===== config.mk =====
export PLATFORM = sky130hd
export DESIGN_NAME = clipped_color_key_sprite_blit
export DESIGN_NICKNAME = d
export VERILOG_FILES = /design/src/hw/rtl/ccksb_pkg.sv /design/src/hw/rtl/ccksb_front.sv /design/src/hw/rtl/ccksb_fifo.sv /design/src/hw/rtl/ccksb_back.sv /design/src/hw/rtl/clipped_color_key_sprite_blit.sv
export SDC_FILE = /design/constraint.sdc
export NUM_CORES = 1
export LEC_CHECK = 0
export ABC_CLOCK_PERIOD_IN_PS = 4000
export BUFFER_PORTS_ARGS = -buffer_cell sky130_fd_sc_hd__buf_2
export CORE_AREA = 8 8 154 156
export DETAILED_ROUTE_END_ITERATION = 7
export DIE_AREA = 0 0 162 164
export GPL_ROUTABILITY_DRIVEN = 0
export PLACE_DENSITY = 0.76
export SYNTH_ARGS = -nofsm -noshare
export SYNTH_HDL_FRONTEND = slang
export SYNTH_HIERARCHICAL = 1
export SYNTH_SLANG_ARGS = --single-unit
export TNS_END_PERCENT = 5

===== constraint.sdc =====
create_clock -name i_clk -period 4 [get_ports i_clk]
set_input_delay 1 -clock i_clk [delete_from_list [all_inputs] [get_ports i_clk]]
set_output_delay 1 -clock i_clk [all_outputs]
set_load 0.02 [all_outputs]

===== src/hw/rtl/ccksb_pkg.sv =====
// shared types and constants for the clipped color-key sprite blit
// no dependencies; used by every module of the block
`default_nettype none

package ccksb_pkg;

    localparam int CNT_W       = 10;   // sprite column/row counters and clip edges
    localparam int POS_W       = 11;   // signed destination origin
    localparam int COLOR_W     = 16;
    localparam int ADDR_W      = 19;
    localparam int CFG_IDX_W   = 8;
    localparam int CFG_DATA_W  = 16;
    localparam int QUEUE_DEPTH = 2;
    localparam int QUEUE_PTR_W = 1;

    typedef enum logic [CFG_IDX_W-1:0] {
        REG_DEST_X      = 8'd0,
        REG_DEST_Y      = 8'd1,
        REG_CLIP_LEFT   = 8'd2,
        REG_CLIP_TOP    = 8'd3,
        REG_CLIP_RIGHT  = 8'd4,
        REG_CLIP_BOTTOM = 8'd5,
        REG_KEY_COLOR   = 8'd6,
        REG_KEY_ENABLE  = 8'd7
    } t_reg_idx;

    // classified pixel handed from the front to the back
    typedef struct packed {
        logic               write_enable;
        logic [CNT_W-1:0]   col;
        logic [CNT_W-1:0]   row;
        logic [COLOR_W-1:0] color;
        logic               last;
    } t_pix_item;

endpackage

`default_nettype wire


===== src/hw/rtl/ccksb_front.sv =====
// front end: configuration registers, sprite counters, clip and key test
// depends on ccksb_pkg
`default_nettype none

module ccksb_front #(
    parameter int SCREEN_WIDTH    = 640,
    parameter int SCREEN_HEIGHT   = 480,
    parameter int PIXEL_BITS      = 16,
    parameter int MAX_SPRITE_SIZE = 1024
) (
    input  wire logic                              i_clk,
    input  wire logic                              i_rst_n,
    input  wire logic                              i_cfg_valid,
    input  wire logic [ccksb_pkg::CFG_IDX_W-1:0]   i_cfg_index,
    input  wire logic [ccksb_pkg::CFG_DATA_W-1:0]  i_cfg_data,
    input  wire logic                              s_axis_tvalid,
    output logic                                   s_axis_tready,
    input  wire logic [ccksb_pkg::COLOR_W-1:0]     s_axis_tdata,
    input  wire logic                              s_axis_tuser,
    input  wire logic                              s_axis_tlast,
    input  wire logic                              i_full,
    output logic                                   o_push,
    output ccksb_pkg::t_pix_item                   o_item
);
    import ccksb_pkg::*;

    localparam logic [CNT_W-1:0] RIGHT_MAX  = CNT_W'(SCREEN_WIDTH - 1);
    localparam logic [CNT_W-1:0] BOTTOM_MAX = CNT_W'(SCREEN_HEIGHT - 1);
    localparam logic [CNT_W-1:0] CNT_MAX    = CNT_W'(MAX_SPRITE_SIZE - 1);
    localparam bit               NARROW_KEY = (PIXEL_BITS < 16);

    logic signed [POS_W-1:0] r_dest_x, r_dest_y;
    logic [CNT_W-1:0]        r_clip_left, r_clip_top, r_clip_right, r_clip_bottom;
    logic [COLOR_W-1:0]      r_key_color;
    logic                    r_key_enable;
    logic [CNT_W-1:0]        r_col, r_row, n_col, n_row;

    logic signed [POS_W:0]   scr_x, scr_y;
    logic [CNT_W-1:0]        right_lim, bottom_lim;
    logic                    in_window, keyed;

    always_ff @(posedge i_clk) begin
        if (!i_rst_n) begin
            r_dest_x      <= '0;
            r_dest_y      <= '0;
            r_clip_left   <= '0;
            r_clip_top    <= '0;
            r_clip_right  <= CNT_W'(639);
            r_clip_bottom <= CNT_W'(479);
            r_key_color   <= '0;
            r_key_enable  <= 1'b1;
        end else if (i_cfg_valid) begin
            unique case (i_cfg_index)
                REG_DEST_X:      r_dest_x      <= i_cfg_data[POS_W-1:0];
                REG_DEST_Y:      r_dest_y      <= i_cfg_data[POS_W-1:0];
                REG_CLIP_LEFT:   r_clip_left   <= i_cfg_data[CNT_W-1:0];
                REG_CLIP_TOP:    r_clip_top    <= i_cfg_data[CNT_W-1:0];
                REG_CLIP_RIGHT:  r_clip_right  <= i_cfg_data[CNT_W-1:0];
                REG_CLIP_BOTTOM: r_clip_bottom <= i_cfg_data[CNT_W-1:0];
                REG_KEY_COLOR:   r_key_color   <= i_cfg_data;
                REG_KEY_ENABLE:  r_key_enable  <= i_cfg_data[0];
                default: ;
            endcase
        end
    end

    // screen position and window test
    always_comb begin
        scr_x      = (POS_W+1)'(r_dest_x) + $signed({2'b00, r_col});
        scr_y      = (POS_W+1)'(r_dest_y) + $signed({2'b00, r_row});
        right_lim  = (r_clip_right  > RIGHT_MAX)  ? RIGHT_MAX  : r_clip_right;
        bottom_lim = (r_clip_bottom > BOTTOM_MAX) ? BOTTOM_MAX : r_clip_bottom;
        in_window = (scr_x >= $signed({2'b00, r_clip_left}))
                 && (scr_x <= $signed({2'b00, right_lim}))
                 && (scr_y >= $signed({2'b00, r_clip_top}))
                 && (scr_y <= $signed({2'b00, bottom_lim}));
        if (NARROW_KEY) begin
            keyed = r_key_enable && (s_axis_tdata[7:0] == r_key_color[7:0]);
        end else begin
            keyed = r_key_enable && (s_axis_tdata == r_key_color);
        end
    end

    assign s_axis_tready = !i_full;
    assign o_push        = s_axis_tvalid && !i_full;

    always_comb begin
        o_item.write_enable = in_window && !keyed;
        o_item.col          = scr_x[CNT_W-1:0];
        o_item.row          = scr_y[CNT_W-1:0];
        o_item.color        = s_axis_tdata;
        o_item.last         = s_axis_tlast;
    end

    // counters: end of sprite wins over end of line, both saturate
    always_comb begin
        n_col = r_col;
        n_row = r_row;
        if (o_push) begin
            priority if (s_axis_tlast) begin
                n_col = '0;
                n_row = '0;
            end else if (s_axis_tuser) begin
                n_col = '0;
                n_row = (r_row >= CNT_MAX) ? CNT_MAX : r_row + 1'b1;
            end else begin
                n_col = (r_col >= CNT_MAX) ? CNT_MAX : r_col + 1'b1;
            end
        end
    end

    always_ff @(posedge i_clk) begin
        if (!i_rst_n) begin
            r_col <= '0;
            r_row <= '0;
        end else begin
            r_col <= n_col;
            r_row <= n_row;
        end
    end

endmodule

`default_nettype wire


===== src/hw/rtl/ccksb_fifo.sv =====
// two-entry queue of classified pixels between front and back
// depends on ccksb_pkg
`default_nettype none

module ccksb_fifo (
    input  wire logic                  i_clk,
    input  wire logic                  i_rst_n,
    input  wire logic                  i_push,
    input  wire ccksb_pkg::t_pix_item  i_item,
    output logic                       o_full,
    input  wire logic                  i_pop,
    output ccksb_pkg::t_pix_item       o_item,
    output logic                       o_empty
);
    import ccksb_pkg::*;

    localparam int CNT_BITS = $clog2(QUEUE_DEPTH + 1);

    t_pix_item                r_mem [QUEUE_DEPTH];
    logic [QUEUE_PTR_W-1:0]   r_wr_ptr, r_rd_ptr;
    logic [CNT_BITS-1:0]      r_count;

    assign o_full  = (r_count == CNT_BITS'(QUEUE_DEPTH));
    assign o_empty = (r_count == '0);
    assign o_item  = r_mem[r_rd_ptr];

    always_ff @(posedge i_clk) begin
        if (i_push) begin
            r_mem[r_wr_ptr] <= i_item;
        end
    end

    always_ff @(posedge i_clk) begin
        if (!i_rst_n) begin
            r_wr_ptr <= '0;
            r_rd_ptr <= '0;
            r_count  <= '0;
        end else begin
            if (i_push) r_wr_ptr <= r_wr_ptr + 1'b1;
            if (i_pop)  r_rd_ptr <= r_rd_ptr + 1'b1;
            if (i_push && !i_pop)      r_count <= r_count + 1'b1;
            else if (!i_push && i_pop) r_count <= r_count - 1'b1;
        end
    end

endmodule

`default_nettype wire


===== src/hw/rtl/ccksb_back.sv =====
// back end: linear address multiply and registered output stage
// depends on ccksb_pkg
`default_nettype none

module ccksb_back #(
    parameter int SCREEN_WIDTH = 640
) (
    input  wire logic                          i_clk,
    input  wire logic                          i_rst_n,
    input  wire logic                          i_empty,
    input  wire ccksb_pkg::t_pix_item          i_item,
    output logic                               o_pop,
    output logic                               m_axis_tvalid,
    input  wire logic                          m_axis_tready,
    output logic [39:0]                        m_axis_tdata,  // pixel_address, pixel_value
    output logic                               m_axis_tuser,  // write_enable
    output logic                               m_axis_tlast
);
    import ccksb_pkg::*;

    localparam logic [ADDR_W-1:0] SW = ADDR_W'(SCREEN_WIDTH);

    logic                r_valid, n_valid;
    logic                r_we;
    logic [ADDR_W-1:0]   r_addr, n_addr;
    logic [COLOR_W-1:0]  r_value;
    logic                r_last;

    assign o_pop   = !i_empty && (!r_valid || m_axis_tready);
    assign n_valid = o_pop || (r_valid && !m_axis_tready);
    // address wraps to the output width
    assign n_addr  = ADDR_W'(i_item.row) * SW + ADDR_W'(i_item.col);

    always_ff @(posedge i_clk) begin
        if (!i_rst_n) begin
            r_valid <= 1'b0;
        end else begin
            r_valid <= n_valid;
        end
    end

    always_ff @(posedge i_clk) begin
        if (o_pop) begin
            r_we    <= i_item.write_enable;
            r_addr  <= i_item.write_enable ? n_addr : '0;
            r_value <= i_item.write_enable ? i_item.color : '0;
            r_last  <= i_item.last;
        end
    end

    assign m_axis_tvalid = r_valid;
    assign m_axis_tdata  = {5'b0, r_value, r_addr};
    assign m_axis_tuser  = r_we;
    assign m_axis_tlast  = r_last;

endmodule

`default_nettype wire


===== src/hw/rtl/clipped_color_key_sprite_blit.sv =====
// path: an accepted pixel is written into the queue, then into the output register that presents it
// throughput: one pixel per cycle while the sink does not stall, set by the front test and the back address multiply
// the two-entry queue lets the sink stall without stopping the source at once
// reset: synchronous active low; counters clear, registers load the viewport defaults
// top level of the clipped color-key sprite blit; depends on ccksb_pkg,
// ccksb_front, ccksb_fifo and ccksb_back
`default_nettype none

module clipped_color_key_sprite_blit #(
    parameter int SCREEN_WIDTH    = 640,
    parameter int SCREEN_HEIGHT   = 480,
    parameter int PIXEL_BITS      = 16,
    parameter int MAX_SPRITE_SIZE = 1024
) (
    input  wire logic                              i_clk,
    input  wire logic                              i_rst_n,
    // configuration write channel
    input  wire logic                              i_cfg_valid,
    output logic                                   o_cfg_ready,
    input  wire logic [ccksb_pkg::CFG_IDX_W-1:0]   i_cfg_index,
    input  wire logic [ccksb_pkg::CFG_DATA_W-1:0]  i_cfg_data,
    // sprite pixel stream
    input  wire logic                              s_axis_tvalid,
    output logic                                   s_axis_tready,
    input  wire logic [15:0]                       s_axis_tdata,  // color
    input  wire logic                              s_axis_tuser,  // end_of_line
    input  wire logic                              s_axis_tlast,  // end_of_sprite
    // framebuffer write stream
    output logic                                   m_axis_tvalid,
    input  wire logic                              m_axis_tready,
    output logic [39:0]                            m_axis_tdata,  // pixel_address, pixel_value
    output logic                                   m_axis_tuser,  // write_enable
    output logic                                   m_axis_tlast   // last
);
    import ccksb_pkg::*;

    // classified pixel path front -> queue -> back
    t_pix_item push_item, pop_item;
    logic      push, pop, full, empty;

    // registers are always writable; writes must arrive only while idle, the block does not enforce it
    assign o_cfg_ready = 1'b1;

    ccksb_front #(
        .SCREEN_WIDTH    (SCREEN_WIDTH),
        .SCREEN_HEIGHT   (SCREEN_HEIGHT),
        .PIXEL_BITS      (PIXEL_BITS),
        .MAX_SPRITE_SIZE (MAX_SPRITE_SIZE)
    ) u_front (
        .i_clk         (i_clk),
        .i_rst_n       (i_rst_n),
        .i_cfg_valid   (i_cfg_valid),
        .i_cfg_index   (i_cfg_index),
        .i_cfg_data    (i_cfg_data),
        .s_axis_tvalid (s_axis_tvalid),
        .s_axis_tready (s_axis_tready),
        .s_axis_tdata  (s_axis_tdata),
        .s_axis_tuser  (s_axis_tuser),
        .s_axis_tlast  (s_axis_tlast),
        .i_full        (full),
        .o_push        (push),
        .o_item        (push_item)
    );

    // short queue so either side may stall on its own
    ccksb_fifo u_fifo (
        .i_clk   (i_clk),
        .i_rst_n (i_rst_n),
        .i_push  (push),
        .i_item  (push_item),
        .o_full  (full),
        .i_pop   (pop),
        .o_item  (pop_item),
        .o_empty (empty)
    );

    // address generation and output register
    ccksb_back #(
        .SCREEN_WIDTH (SCREEN_WIDTH)
    ) u_back (
        .i_clk         (i_clk),
        .i_rst_n       (i_rst_n),
        .i_empty       (empty),
        .i_item        (pop_item),
        .o_pop         (pop),
        .m_axis_tvalid (m_axis_tvalid),
        .m_axis_tready (m_axis_tready),
        .m_axis_tdata  (m_axis_tdata),
        .m_axis_tuser  (m_axis_tuser),
        .m_axis_tlast  (m_axis_tlast)
    );

endmodule

`default_nettype wire


==> reports/metrics.csv <==
metric,value,unit
design.die.area,26570,um^2
finalSetupViolations,0,
viasPerCell,5.366,
synth_flop_cell,edfxtp_1,
clk_latency,510,ps
finClkSkew,20.89,ps
ff2ff_setup_slack,370,ps
overflow,0,
place_area,11990,um^2
stdcell_area,12790,um^2
grtUsageTotal,17.19,%
n_fill_cell,1769,
drive_gt1_share,17.27,%
outcome,completed,
worst_pin_slew,969.4,ps
hold_slack,470.0,ps
nNetsFinal,1244,
vias,7572,
synth_area_per_cell,10.97,um^2
synth_seq_area_share,48.16,%
synthCells,1040,
ctsRootBufferMaster,clkbuf_16,
rows,54,
crit_arrival,3920,ps
place_worst_setup_slack,389.7,ps
hold_depth,2,
tns,0,ps
hold_viol,0,
clock-sinks,218,
p_int,4.943,mW
p_sw,2.149,mW
power_frac_clock,30.7,%
path_clk_slew,60,ps
power.total,7.091,mW
place_inst,1365,
hold_path_class,reg2reg,
p_leak,5.166,nW
slowest_delay,450,ps
ys_types,66,
period_share,90.68,%
mostFrequentLayoutCell,edfxtp_1,
syn_to_final_growth,12.12,%
r2r-end,u_fifo/r_mem[1][37],
worst_setup_path_start_kind,register,
layout_common_cells,"edfxtp_1, dfxtp_1, buf_2",
crit_fanout,5,
initial_utilization,53.45,%
finalNonFillerCells,1411,
max_clock_freq,0.2757,GHz
post-route-util,59.92,%
drt-initial-drc-count,341,
ys_async_sr_fraction,0,%
power_density,554.3,nW/um^2
cp.required,4290,ps
end_kind,register,
netlist_area,11410,um^2
period_minus_slack,3627,ps
finalMaxSlewViolations,0,
slew_headroom,35.37,%
clockBufferDepth,3,
core_area,21350,um^2
wl_per_cell,16.50,um
drt_first_pass_iters,5,
ir_drop,0.0003610,V
finalWorstSetupSlack,372.9,ps
cts_tree,yes,
slowest_stage,or4_1,
ys_ff_latch,218,
reg2reg_from,u_front/r_row[1],
fp.dieH,164,um
antenna_left,0,
crit_chain,"ha_1, a21oi_1, o22ai_1, or4_1, a21boi_0, xnor2_1, ha_1, o21ai_0, o21bai_1, a21o_1, a221oi_1, o221ai_1, nor4_1",
dp_hpwl,16610,um
die_w,162,um
synth_edf_count,113,
grt_max_degree,65,
grt_pass1_vias,7471,
rsz0062_at_grt,no,
critical_path_class,reg2reg,
combPwrFrac,28.6,%
numCtsBuffers,24,
hp-start,u_front/r_clip_right[2],
switching_share,30.30,%
seqPwrFrac,40.7,%
port_buffers,85,
yosysWarnings,6,
htreeDepth,1,
critPathMostFrequentCell,ha_1,
drc,0,
grt_first_pass_wirelength,37180,um
grt_antenna_before_repair,2,
r2r_cells,13,
routed_wl,23290,um
io_pins,92,
max_cap_violations,0,
min_to,u_front/r_clip_right[2],
## cells by family (layout without fill, tap and decap cells)
kind of cell	after synthesis	after routing	synth area share, %
buffers and inverters	103	188	4.561
adder cells (fa/ha/maj)	86	86	9.693
AND/OR/NAND/NOR	329	329	15.98
other	3	9	0.09868
XOR/XNOR	46	46	3.596
flip-flops	218	218	48.16
AO/OA/AOI/OAI	147	147	8.027
multiplexers	108	108	9.890
## state kept, by name, indices dropped and copies added (netlist names), 11 cells and up, named ones only
name,count
u_fifo/r_mem,76
u_back/r_value,16
u_front/r_dest_x,11
u_front/r_key_color,16
u_front/r_dest_y,11
u_back/r_addr,19
## worst max-delay path: cells and delay by family, from the launching register on
kind | cells | cell delay [ps]
AO/OA/AOI/OAI | 8 | 1350
adder cells (fa/ha/maj) | 2 | 590
flip-flops | 1 | 420
XOR/XNOR | 1 | 360
AND/OR/NAND/NOR | 2 | 700
## routing by layer
| metal | GRT usage [%] | vias up | routed length (um) |
|---|---|---|---|
| met4 | 6.145 | 0 | 791 |
| met2 | 28.85 | 168 | 10730 |
| met3 | 2.832 | 52 | 1091 |
| met1 | 22.12 | 3537 | 10670 |
| met5 | 0 | - | 0 |
| li1 | - | 3815 | - |
## cells in the mapped netlist (10+ instances only)
library cell / n / area (um^2)
and2_1: 34 / 212.7
ha_1: 82 / 1026
nand4_1: 11 / 68.82
clkbuf_1: 18 / 67.56
inv_1: 47 / 176.4
dfxtp_1: 105 / 2102
nand3_1: 27 / 135.1
nor2_1: 50 / 187.7
o21ai_0: 35 / 175.2
mux2i_1: 70 / 700.7
edfxtp_1: 113 / 3393
nand2_1: 66 / 247.7
xor2_1: 10 / 87.58
a21oi_1: 50 / 250.2
buf_4: 25 / 187.7
xnor2_1: 35 / 306.5
mux2_2: 38 / 427.9
nor2b_1: 77 / 481.7
## worst max-delay path by stage
stage | start | endpoint
finish | u_front/r_row[1] | u_fifo/r_mem[1][37]
global route | u_front/r_row[1] | u_fifo/r_mem[1][37]
CTS | u_front/r_row[0] | u_fifo/r_mem[1][37]
detailed placement | u_front/r_row[0] | u_fifo/r_mem[0][37]
global placement | u_front/r_row[0] | u_fifo/r_mem[0][37]
floorplan | m_axis_tready | u_fifo/r_count[1]
## timing repair
action                     in CTS  in global routing
setup buffers                   0                  0
resized for setup               0                  1
setup endpoints to repair       0                  1
hold buffers                    0                  0
## final cells by class
cell class                 count  area [um^2]  area share [%]
clock buffer                  34        678.2           5.301
clock inverter                10        117.6          0.9193
sequential                   218         5495           42.95
tap                          280        350.3           2.738
inverter                      48        180.2           1.408
multi-input combinational    723         5434           42.47
antenna                        2        5.005         0.03912
timing repair buffer          96        533.0           4.166
## power groups by stage
stage                     registers [mW]  clock network [mW]  logic, mW
after floorplan                     3.19                   0       1.28
after global placement              2.92                   0       2.00
after detailed placement            2.94                   0       2.04
after CTS                           2.89                2.22       2.05
after global routing                2.92                2.31       2.22
final                               2.89                2.18       2.03
(Power assumes the default switching activity.)
